--- config.mk ---
export PLATFORM = sky130hd
export DESIGN_NAME = integer_literal_parser
export DESIGN_NICKNAME = d
export VERILOG_FILES = /design/src/ilp_pkg.sv /design/src/integer_literal_parser.sv
export VERILOG_INCLUDE_DIRS = /design/src /design/src/src
export SDC_FILE = /design/constraint.sdc
export NUM_CORES = 1
export LEC_CHECK = 0
export ABC_CLOCK_PERIOD_IN_PS = 10700
export BUFFER_PORTS_ARGS = -buffer_cell sky130_fd_sc_hd__buf_2
export CAP_MARGIN = 5
export CORE_UTILIZATION = 40
export DETAILED_ROUTE_END_ITERATION = 16
export GPL_TIMING_DRIVEN = 0
export PLACE_DENSITY_LB_ADDON = 0.3
export SLEW_MARGIN = 20
export SYNTH_ARGS = -nofsm -noshare
export SYNTH_HDL_FRONTEND = slang
export SYNTH_SLANG_ARGS = --single-unit
--- constraint.sdc ---
create_clock -name i_clk -period 10.7 [get_ports i_clk]
set_input_delay 1.605 -clock i_clk [delete_from_list [all_inputs] [get_ports i_clk]]
set_output_delay 1.605 -clock i_clk [all_outputs]
set_load 0.03 [all_outputs]
--- src/integer_literal_parser_defines.svh ---
// Assertion macros for the integer literal parser.
// Depends on nothing; included by the modules that carry assertions.
`ifndef INTEGER_LITERAL_PARSER_DEFINES_SVH
`define INTEGER_LITERAL_PARSER_DEFINES_SVH

// Same-cycle implication, disabled while reset is asserted
`define ILP_ASSERT_IMP(name, clk, rst_n, ante, cons) \
    name: assert property (@(posedge clk) disable iff (!rst_n) (ante) |-> (cons)) \
        else $error("integer_literal_parser: same-cycle check failed");

// Next-cycle implication, disabled while reset is asserted
`define ILP_ASSERT_NXT(name, clk, rst_n, ante, cons) \
    name: assert property (@(posedge clk) disable iff (!rst_n) (ante) |=> (cons)) \
        else $error("integer_literal_parser: next-cycle check failed");

`endif

--- src/ilp_pkg.sv ---
// Package for the integer literal parser: payload structs, scan codes,
// character constants and digit helpers. Depends on nothing.
package ilp_pkg;

    // Characters the scanner reacts to
    localparam logic [7:0] CH_PLUS  = 8'h2B;
    localparam logic [7:0] CH_MINUS = 8'h2D;
    localparam logic [7:0] CH_DOT   = 8'h2E;
    localparam logic [7:0] CH_0     = 8'h30;
    localparam logic [7:0] CH_9     = 8'h39;
    localparam logic [7:0] CH_UP_A  = 8'h41;
    localparam logic [7:0] CH_UP_E  = 8'h45;
    localparam logic [7:0] CH_UP_F  = 8'h46;
    localparam logic [7:0] CH_UP_X  = 8'h58;
    localparam logic [7:0] CH_LO_A  = 8'h61;
    localparam logic [7:0] CH_LO_E  = 8'h65;
    localparam logic [7:0] CH_LO_F  = 8'h66;
    localparam logic [7:0] CH_LO_X  = 8'h78;

    // Largest magnitude that still takes one more hex digit
    localparam logic [63:0] HEX_SAFE = 64'h0FFF_FFFF_FFFF_FFFF;

    typedef enum logic [1:0] {
        PH_START  = 2'd0,
        PH_DEC    = 2'd1,
        PH_PREFIX = 2'd2,
        PH_HEX    = 2'd3
    } t_phase;

    typedef enum logic [1:0] {
        ERR_NONE  = 2'd0,
        ERR_NUM   = 2'd1,
        ERR_HEX   = 2'd2,
        ERR_RANGE = 2'd3
    } t_err;

    typedef enum logic [2:0] {
        ST_OK      = 3'd0,
        ST_BAD_NUM = 3'd1,
        ST_BAD_HEX = 3'd2,
        ST_RANGE   = 3'd3,
        ST_FLOAT   = 3'd4
    } t_status;

    typedef struct packed {
        logic [7:0] char_code;
        logic       last_char;
    } t_in_item;

    typedef struct packed {
        logic signed [63:0] int_value;
        t_status            status;
    } t_out_item;

    // Result as held in the output stage: magnitude and sign, negated on the way out
    typedef struct packed {
        logic [63:0] mag;
        logic        neg;
        t_status     status;
    } t_res;

    function automatic logic is_dec_digit(input logic [7:0] c);
        return c inside {[CH_0:CH_9]};
    endfunction

    function automatic logic is_hex_digit(input logic [7:0] c);
        return c inside {[CH_0:CH_9], [CH_LO_A:CH_LO_F], [CH_UP_A:CH_UP_F]};
    endfunction

    // Nibble value of a valid hex digit; letters sit at 1..6 in their low nibble
    function automatic logic [3:0] hex_nibble(input logic [7:0] c);
        logic [3:0] v;
        if (is_dec_digit(c)) begin
            v = c[3:0];
        end else begin
            v = c[3:0] + 4'd9;
        end
        return v;
    endfunction

    function automatic logic is_float_mark(input logic [7:0] c);
        return (c == CH_DOT) || (c == CH_LO_E) || (c == CH_UP_E);
    endfunction

endpackage

--- src/integer_literal_parser.sv ---
// Integer literal parser top level: character input register, scan state,
// result register with skid. Depends on ilp_pkg and integer_literal_parser_defines.svh.
//
//   channel | valid      | ready       | payload
//   --------+------------+-------------+-------------------------------------
//   input   | i_in_valid | o_in_ready  | i_in_data  (char_code, last_char)
//   result  | o_out_valid| i_out_ready | o_out_data (int_value, status)
//
// One character per cycle, but a final character can wait for the output stage.
// A transferred character is held in the input register and scanned from there;
// a token's result enters the output stage with its last character. The scan state update
// (one multiply-by-ten add) sets the pace. Reset is synchronous; there is no clearing pass.
// A two-entry output stage absorbs a stalled consumer; only a final character
// waits, and only while both output entries are full.
`include "integer_literal_parser_defines.svh"

module integer_literal_parser
    import ilp_pkg::*;
(
    input  logic      i_clk,
    input  logic      i_rst_n,
    input  logic      i_in_valid,
    output logic      o_in_ready,
    input  t_in_item  i_in_data,
    output logic      o_out_valid,
    input  logic      i_out_ready,
    output t_out_item o_out_data
);

    // Input register
    t_in_item    r_in;
    logic        r_in_valid;

    // Scan state
    logic [63:0] r_mag, n_mag;
    logic        r_neg, n_neg;
    t_phase      r_phase, n_phase;
    logic [1:0]  r_idx, n_idx;
    t_err        r_err, n_err;
    logic        r_float, n_float;
    logic        r_latched, n_latched;

    // State after this character, before the end-of-token clear
    logic [63:0] upd_mag;
    logic        upd_neg;
    t_phase      upd_phase;
    logic [1:0]  upd_idx;
    t_err        upd_err;
    logic        upd_float;
    logic        upd_latched;

    // Output stage
    t_res        r_out, r_skid, res;
    logic        r_out_valid, r_skid_valid;

    logic        advance, emit;
    logic [7:0]  ch;
    t_phase      eff_phase;
    logic        is_prefix;
    logic [3:0]  dec_digit;
    logic [67:0] dec_sum;
    logic [63:0] hex_base;
    logic        hex_base_latched;
    logic        over_limit;
    t_status     fin_status;

    // Check helpers
    logic        scan_idle;
    logic        out_err;

    // Handshake: a final character waits only for a free output entry
    assign advance    = r_in_valid && (!r_in.last_char || !r_skid_valid);
    assign emit       = advance && r_in.last_char;
    assign o_in_ready = !r_in_valid || advance;
    assign ch         = r_in.char_code;

    // Hold the incoming character
    always_ff @(posedge i_clk) begin
        if (!i_rst_n) begin
            r_in_valid <= 1'b0;
        end else if (o_in_ready) begin
            r_in_valid <= i_in_valid;
            if (i_in_valid) begin
                r_in <= i_in_data;
            end
        end
    end

    // Datapath helpers
    assign eff_phase        = (r_phase == PH_START) ? PH_DEC : r_phase;
    assign dec_digit        = ch[3:0];
    assign dec_sum          = ({4'b0, r_mag} << 3) + ({4'b0, r_mag} << 1) + {64'b0, dec_digit};
    assign hex_base         = (eff_phase == PH_PREFIX) ? 64'd0 : r_mag;
    assign hex_base_latched = (eff_phase == PH_PREFIX) ? 1'b0 : r_latched;
    assign is_prefix        = (r_idx == 2'd1) && (ch inside {CH_LO_X, CH_UP_X})
                              && (r_mag == 64'd0) && !r_latched && !r_float;

    // Advance the scan by one character
    always_comb begin
        upd_mag     = r_mag;
        upd_neg     = r_neg;
        upd_phase   = r_phase;
        upd_idx     = r_idx;
        upd_err     = r_err;
        upd_float   = r_float;
        upd_latched = r_latched;
        if (r_phase == PH_START && (ch inside {CH_PLUS, CH_MINUS})) begin
            upd_neg   = (ch == CH_MINUS);
            upd_phase = PH_DEC;
            upd_idx   = 2'd0;
        end else begin
            if (eff_phase == PH_PREFIX || eff_phase == PH_HEX) begin
                // Hex digit; entering from the prefix drops the decimal view
                upd_phase   = PH_HEX;
                upd_mag     = hex_base;
                upd_latched = hex_base_latched;
                if (eff_phase == PH_PREFIX) begin
                    upd_err   = ERR_NONE;
                    upd_float = 1'b0;
                end
                if (!hex_base_latched) begin
                    if (!is_hex_digit(ch)) begin
                        upd_latched = 1'b1;
                        upd_err     = ERR_HEX;
                    end else if (hex_base > HEX_SAFE) begin
                        upd_latched = 1'b1;
                        upd_err     = ERR_RANGE;
                    end else begin
                        upd_mag = {hex_base[59:0], hex_nibble(ch)};
                    end
                end
            end else begin
                // Decimal digit; float marks are noted even after an error
                upd_phase = is_prefix ? PH_PREFIX : PH_DEC;
                if (is_float_mark(ch)) begin
                    upd_float = 1'b1;
                end
                if (!r_latched) begin
                    if (!is_dec_digit(ch)) begin
                        upd_latched = 1'b1;
                        upd_err     = ERR_NUM;
                    end else if (|dec_sum[67:64]) begin
                        upd_latched = 1'b1;
                        upd_err     = ERR_RANGE;
                    end else begin
                        upd_mag = dec_sum[63:0];
                    end
                end
            end
            if (r_idx != 2'd3) begin
                upd_idx = r_idx + 2'd1;
            end
        end
    end

    // Form the token result
    always_comb begin
        over_limit = upd_neg ? (upd_mag[63] && (|upd_mag[62:0])) : upd_mag[63];
        if (upd_phase != PH_HEX && upd_float) begin
            fin_status = ST_FLOAT;
        end else begin
            case (upd_err)
                ERR_NUM:   fin_status = ST_BAD_NUM;
                ERR_HEX:   fin_status = ST_BAD_HEX;
                ERR_RANGE: fin_status = ST_RANGE;
                default:   fin_status = over_limit ? ST_RANGE : ST_OK;
            endcase
        end
        res.status = fin_status;
        res.neg    = upd_neg;
        res.mag    = (fin_status == ST_OK) ? upd_mag : 64'd0;
    end

    // Clear the scan after the final character
    always_comb begin
        if (r_in.last_char) begin
            n_mag     = 64'd0;
            n_neg     = 1'b0;
            n_phase   = PH_START;
            n_idx     = 2'd0;
            n_err     = ERR_NONE;
            n_float   = 1'b0;
            n_latched = 1'b0;
        end else begin
            n_mag     = upd_mag;
            n_neg     = upd_neg;
            n_phase   = upd_phase;
            n_idx     = upd_idx;
            n_err     = upd_err;
            n_float   = upd_float;
            n_latched = upd_latched;
        end
    end

    always_ff @(posedge i_clk) begin
        if (!i_rst_n) begin
            r_mag     <= 64'd0;
            r_neg     <= 1'b0;
            r_phase   <= PH_START;
            r_idx     <= 2'd0;
            r_err     <= ERR_NONE;
            r_float   <= 1'b0;
            r_latched <= 1'b0;
        end else if (advance) begin
            r_mag     <= n_mag;
            r_neg     <= n_neg;
            r_phase   <= n_phase;
            r_idx     <= n_idx;
            r_err     <= n_err;
            r_float   <= n_float;
            r_latched <= n_latched;
        end
    end

    // Output register and skid entry
    always_ff @(posedge i_clk) begin
        if (!i_rst_n) begin
            r_out_valid  <= 1'b0;
            r_skid_valid <= 1'b0;
        end else if (r_out_valid && i_out_ready) begin
            if (r_skid_valid) begin
                r_out        <= r_skid;
                r_skid_valid <= 1'b0;
            end else if (emit) begin
                r_out <= res;
            end else begin
                r_out_valid <= 1'b0;
            end
        end else if (emit) begin
            if (r_out_valid) begin
                r_skid       <= res;
                r_skid_valid <= 1'b1;
            end else begin
                r_out       <= res;
                r_out_valid <= 1'b1;
            end
        end
    end

    // Apply the sign on the way out
    assign o_out_valid           = r_out_valid;
    assign o_out_data.int_value  = r_out.neg ? $signed(64'd0 - r_out.mag) : $signed(r_out.mag);
    assign o_out_data.status     = r_out.status;

    // Checks
    assign scan_idle = (r_phase == PH_START) && (r_mag == 64'd0) && !r_latched;
    assign out_err   = o_out_valid && (o_out_data.status != ST_OK);

    `ILP_ASSERT_IMP(a_skid_behind_out, i_clk, i_rst_n, r_skid_valid, r_out_valid)
    `ILP_ASSERT_IMP(a_no_emit_when_full, i_clk, i_rst_n, emit, !r_skid_valid)
    `ILP_ASSERT_IMP(a_latch_matches_err, i_clk, i_rst_n, 1'b1, r_latched == (r_err != ERR_NONE))
    `ILP_ASSERT_IMP(a_hex_no_float, i_clk, i_rst_n, r_phase == PH_HEX, !r_float)
    `ILP_ASSERT_NXT(a_clear_after_token, i_clk, i_rst_n, emit, scan_idle)
    `ILP_ASSERT_IMP(a_zero_unless_ok, i_clk, i_rst_n, out_err, o_out_data.int_value == 64'sd0)

endmodule

# Yosys cells after proc, flatten, opt, wreduce, memory -nomap -nowiden
# Index checks and enable logic that the tools add are counted.
[totals]
regBits = 221
wordCells = 154
[op_classes]
add_sub_neg = 5
magnitude_cmp = 7
eq_ne = 19
mux = 61
bitwise = 2
reduce_logical = 42
[op_table]
columns = ["op", "count"]
rows = [
  ["$mux W64", 12],
  ["$mux W68", 5],
  ["$add A67 B65 Y68", 1],
  ["$add A68 B4 Y68", 1],
  ["$gt A64 B60 Y1 const B", 1],
  ["$logic_not A64 Y1", 1],
  ["$sub A1 B64 Y64 const A", 1],
  ["$reduce_or A63 Y1", 1],
  ["$mux W2", 19],
  ["$eq A8 B7 Y1 const B", 4],
  ["$eq A8 B6 Y1 const B", 3],
  ["$mux W1", 22],
  ["$ge A8 B7 Y1 const B", 2],
  ["$le A8 B7 Y1 const B", 2],
  ["$logic_and A1 B1 Y1", 13],
  ["$ne A2 B2 Y1 const B", 5],
  ["$eq A2 B2 Y1 const B", 4],
  ["$ge A8 B6 Y1 const B", 1],
  ["$le A8 B6 Y1 const B", 1],
  ["$reduce_and A4 Y1", 2],
  ["$reduce_bool A2 Y1", 4],
  ["$pmux W2 S3", 1],
  ["$reduce_and A2 Y1", 3],
  ["$reduce_and A3 Y1", 2],
  ["other kinds (14)", 25],
]

# Depth between registers and ports, before layout
[depth]
word_depth = 21
depth_mapped = 26
ltp_nobuf = 20

# Worst setup path before layout
# Ideal clock, no wire load.
[synth_path]
path_kind = "input-to-reg"
from = "input i_rst_n"
to = "register r_skid[0] in the netlist's numbering, enable pin"
setup_ns = 0.689
arrival_ns = 8.868
required_time_ns = 10.011
setup_slack_ns = 1.143
cell_stages = 2
path_buffers = 1
path_cell_list = "clkbuf_1 -> nor4b_1"
[synth_via]
elab_chain_cells = 1
[synth_lines]
columns = ["item", "line_no", "source"]
rows = [
  ["start: declaration", "integer_literal_parser.sv:21", "input logic i_rst_n,"],
  ["$reduce_and A4 Y1 (no line)", "-", ""],
  ["end signal: assignment", "integer_literal_parser.sv:231", "r_skid <= res;"],
  ["end: declaration", "integer_literal_parser.sv:53", "t_res r_out, r_skid, res;"],
]
# Every way passes these cells.
# A chain may end at the register's enable or synchronous reset.

# Worst setup path after layout
[layout_path]
from = "register r_mag[14]"
to = "register r_out[43] in the netlist's numbering (data pin)"
[layout_via]
elab_chain_cells = 19
[layout_lines]
columns = ["item", "line_no", "source"]
rows = [
  ["start: declaration", "integer_literal_parser.sv:35", "logic [63:0] r_mag, n_mag;"],
  ["start signal: assignment", "integer_literal_parser.sv:205", "r_mag <= n_mag;"],
  ["$add A67 B65 Y68", "integer_literal_parser.sv:92", "assign dec_sum = ({4'b0, r_mag} << 3) + ({4'b0, r_mag} << 1) + {64'b0, dec_digit};"],
  ["$add A68 B4 Y68", "integer_literal_parser.sv:92", ""],
  ["$reduce_or A4 Y1", "integer_literal_parser.sv:142", "end else if (|dec_sum[67:64]) begin"],
  ["$mux W64", "integer_literal_parser.sv:142", ""],
  ["$mux W64", "integer_literal_parser.sv:139", "if (!is_dec_digit(ch)) begin"],
  ["$mux W64", "integer_literal_parser.sv:138", "if (!r_latched) begin"],
  ["$mux W64", "integer_literal_parser.sv:112", "if (eff_phase == PH_PREFIX || eff_phase == PH_HEX) begin"],
  ["$mux W64", "integer_literal_parser.sv:107", "if (r_phase == PH_START && (ch inside {CH_PLUS, CH_MINUS})) begin"],
  ["(+3 left out)", "-", ""],
  ["$mux W2", "integer_literal_parser.sv:166", "default: fin_status = over_limit ? ST_RANGE : ST_OK;"],
  ["$pmux W2 S3", "integer_literal_parser.sv:162", "case (upd_err)"],
  ["$mux W3", "integer_literal_parser.sv:159", "if (upd_phase != PH_HEX && upd_float) begin"],
  ["$logic_not A3 Y1", "integer_literal_parser.sv:171", "res.mag = (fin_status == ST_OK) ? upd_mag : 64'd0;"],
  ["$mux W64 (*)", "integer_literal_parser.sv:171", ""],
  ["$mux W68, on equally long branches", "integer_literal_parser.sv:230, integer_literal_parser.sv:224", ""],
  ["$mux W68, on equally long branches", "integer_literal_parser.sv:229, integer_literal_parser.sv:221", ""],
  ["$mux W68 (*)", "integer_literal_parser.sv:220", "end else if (r_out_valid && i_out_ready) begin"],
  ["end signal: assignment", "integer_literal_parser.sv:222", "r_out <= r_skid;"],
  ["end signal: assignment", "integer_literal_parser.sv:225", "r_out <= res;"],
  ["end signal: assignment", "integer_literal_parser.sv:234", "r_out <= res;"],
  ["end: declaration", "integer_literal_parser.sv:53", ""],
]
# Every way passes the cells marked *; elsewhere a longest branch is shown, timed or not. The select of a mux whose other input is x is not followed.

==> summary.md <==
| Metric | Value |
|---|---|
| Max Clk Rate | `116.0 MHz` |
| Number of CTS-inserted buffers | `24` |
| Slew @ Worst Pin | `1.312 ns` |
| Slew margin rel. | `11.88%` |
| Final Hold Vio Count | `0` |
| Crit. End Element | `register` |
| Ys Warns | `0` |
| Highest metal used | `met4` |
| Vias in the first global route | `17,510` |
| Die Y | `216.1 um` |
| Internal power | `1.498 mW` |
| Slowest stage delay, CP | `0.91 ns` |
| Max-slew violation count | `0` |
| Top_reg_cell synth | `edfxtp_1` |
| Synth area leader | `edfxtp_1` |
| Core area | `0.04528 mm2` |
| Comb power frac | `6.7%` |
| DRC | `0` |
| Crit-path max FO | `10` |
| RSZ-0062 raised after global routing | `no` |
| Max VDD drop | `0.08965 mV` |
| Vias | `18,390` |
| Worst hold path class | `register to register` |
| IO Pins | `82` |
| H-tree levels | `1` |
| Crit Path Class | `register to register` |
| Number of fillers in the final layout | `4,522` |
| Pre-CTS setup slack | `2.273 ns` |
| Final period utilization | `80.57%` |
| Yosys cell types | `90` |
| Die Width | `216.1 um` |
| DRT Pass-1 Iters | `9` |
| Root buf cell | `clkbuf_16` |
| Synthesis-to-finish area growth | `12.12%` |
| Metal3 WL | `6388 um` |
| Max cap viols | `0` |
| Power Dens Cells | `96.37 mW/mm2` |
| Syn Inst Count | `2,222` |
| Endpoints failing setup | `0` |
| CP Cell Sequence | `ha_1, ha_1, a21oi_1, o21ai_0, a21oi_1, o41ai_1, o21bai_1, a211oi_1, o311ai_2, nand4_1, or2_1, clkbuf_1, o211ai_1, nand4_1, or4_1, nor4_2, a21oi_1, or2_1, buf_6, clkbuf_1, o21ai_1` |
| Die area | `0.04670 mm2` |
| Leakage power | `7.700 nW` |
| Number of synthesized flops with an enable pin | `145` |
| Clk_lat worst skew | `0.54 ns` |
| Grt ovf | `0` |
| Final setup margin | `2.079 ns` |
| Starting density of the core | `40.50%` |
| Post-DP HPWL | `58,810 um` |
| Worst endpoint required time | `11.06 ns` |
| PostCTS Resize Cnt | `0` |
| DRT antenna net count | `0` |
| FP Rows | `78` |
| Buffers on Ports | `80` |
| Largest net degree at the start of global routing | `28` |
| Asr flop ratio synth | `0%` |
| Total wire length | `75,020 um` |
| Critical Path AT | `8.98 ns` |
| CTS clk-pin slew, worst paths | `0.07 ns` |
| Synth Register Bits | `221` |
| Placed inst area | `0.01967 mm2` |
| First-pass GRT wire length | `110,700 um` |
| Clock skew | `0.01093 ns` |
| Final cell utilization of the core | `45.40%` |
| Met2 wire length | `33,720 um` |
| Area of the multi-input gates | `0.01166 mm2` |
| Top-area cell type share of the netlist area | `23.74%` |
| Total Routing Usage GR | `31.29%` |
| Number of DRC markers in iteration 0 | `1,655` |
| Sequential share of power | `46.2%` |
| FF/Latch Area | `0.005876 mm2` |
| Setup Buffers After CTS | `0` |
| Placer Congestion | `1.039` |
| Avg Cell Area, Syn | `8.253 um2` |
| Status | `finished clean` |
| Syn nets | `2,372` |
| WHS | `0.5253 ns` |
| Sequential share of the synthesized area | `32.04%` |
| Vias/cell | `6.203` |
| Ranking of synthesized cells by area | `edfxtp_1, ha_1, dfxtp_1` |
| Clock Path Buffers | `3` |
| Final Cell Area | `0.02056 mm2` |
| Design Power | `1.981 mW` |
| Wirelength per Cell | `25.30 um` |
| CP most frequent cell | `a21oi_1` |
| Cell Area, Synth | `0.01834 mm2` |
| TritonCTS Sinks | `221` |
| Nature of the critical path startpoint | `register` |
| Post-route minimum period | `8.621 ns` |
| Clk pwr share | `47.1%` |
| Nets | `2,494` |
| Layout cells sized above 1 | `10.25%` |
| Slowest CP cell | `o211ai_1` |
| Hold_buf cts | `0` |
| CTS tree | `yes` |
| Switching Share | `24.41%` |
| M1 WL | `30,940 um` |
| Sw power | `0.4837 mW` |
| Initial antenna violation count | `1` |
==> worst max-delay path: cells and delay by family, from the launching register on <==
| family | cells | cell delay (ns) |
|---|---|---|
| adder cells (fa/ha/maj) | 2 | 0.76 |
| buffers and inverters | 3 | 0.68 |
| AO/OA/AOI/OAI | 10 | 3.57 |
| AND/OR/NAND/NOR | 6 | 2.70 |
| flip-flops | 1 | 0.72 |
==> cells by family after synthesis <==
| family | after synthesis | share of synthesized area (%) |
|---|---|---|
| AOI/OAI and AO/OA | 675 | 24.41 |
| xor gates and xnor gates | 120 | 5.731 |
| adders and majority gates | 137 | 9.430 |
| buffers and inverters | 193 | 4.640 |
| DFF | 221 | 32.04 |
| muxes | 29 | 1.603 |
| and+or+nand+nor | 847 | 22.14 |
==> flip-flops by register name, indices dropped and copies added (netlist names) <==
register / flops
r_skid: 68
r_out: 65
r_mag: 64
ch: 8
o_out_data: 3
r_err: 2
r_idx: 2
r_phase: 2
o_out_valid: 1
r_float: 1
r_in: 1
r_in_valid: 1
r_latched: 1
r_neg: 1
r_skid_valid: 1
==> layer usage <==
metal / track usage, % / vias up
li1: - / 8452
met1: 40.42 / 8844
met2: 50.68 / 900
met3: 4.954 / 195
met4: 15.54 / 0
met5: 0 / -
==> power groups by stage <==
stage	clock network [mW]	logic (mW)	registers (mW)
after floorplan	0	0.0812	0.932
after global routing	0.974	0.139	0.915
after CTS	0.940	0.130	0.915
after detailed placement	0	0.130	0.934
after global placement	0	0.127	0.935
final	0.933	0.133	0.915
==> cell usage after synthesis, types with 41 or more instances <==
library cell  instances
a21oi_1             136
and2_1               55
clkbuf_1            110
dfxtp_1              76
edfxtp_1            145
ha_1                135
inv_1                44
nand2_1             315
nand4_1              43
nor2_1              186
nor3_1               41
o21ai_0             213
o31ai_1              51
xnor2_1              91
==> layout by cell type, fill, tap and decap left out, types with 43 or more instances in the layout <==
cell and instances:
xnor2_1 91, nand4_1 43, inv_1 44, nor2_1 186, and2_1 55, edfxtp_1 145, nand2_1 315, o31ai_1 51
clkbuf_1 110, dfxtp_1 76, a21oi_1 135, buf_2 106, o21ai_0 212, ha_1 135
==> cell type report <==
class	instances	area share, %
Multi-Input combinational cell	1808	56.72
Sequential cell	221	28.58
Tap cell	600	3.651
Buffer	148	3.317
Clock buffer	25	3.043
Timing Repair Buffer	96	2.623
Clock inverter	19	1.211
Inverter	45	0.8216
Antenna cell	3	0.03651
==> per-stage QoR <==
step                std cells  setup TNS (ns)
finish                   2965               0
global route             2962               0
CTS                      2962               0
detailed placement       2918               0
global placement         2902         -125.66
floorplan                2222               0
==> final timing paths <==
kind	from	end	slack, ns	cells past startpoint
setup / recovery	r_mag[14]	r_out[43]	2.08	21
hold / removal	r_skid[40]	r_out[40]	0.53	2
setup reg to reg	r_mag[14]	r_out[43]	2.08	21
hold reg to reg	r_skid[40]	r_out[40]	0.53	2
No activity file was read; power rests on OpenSTA's default activity.
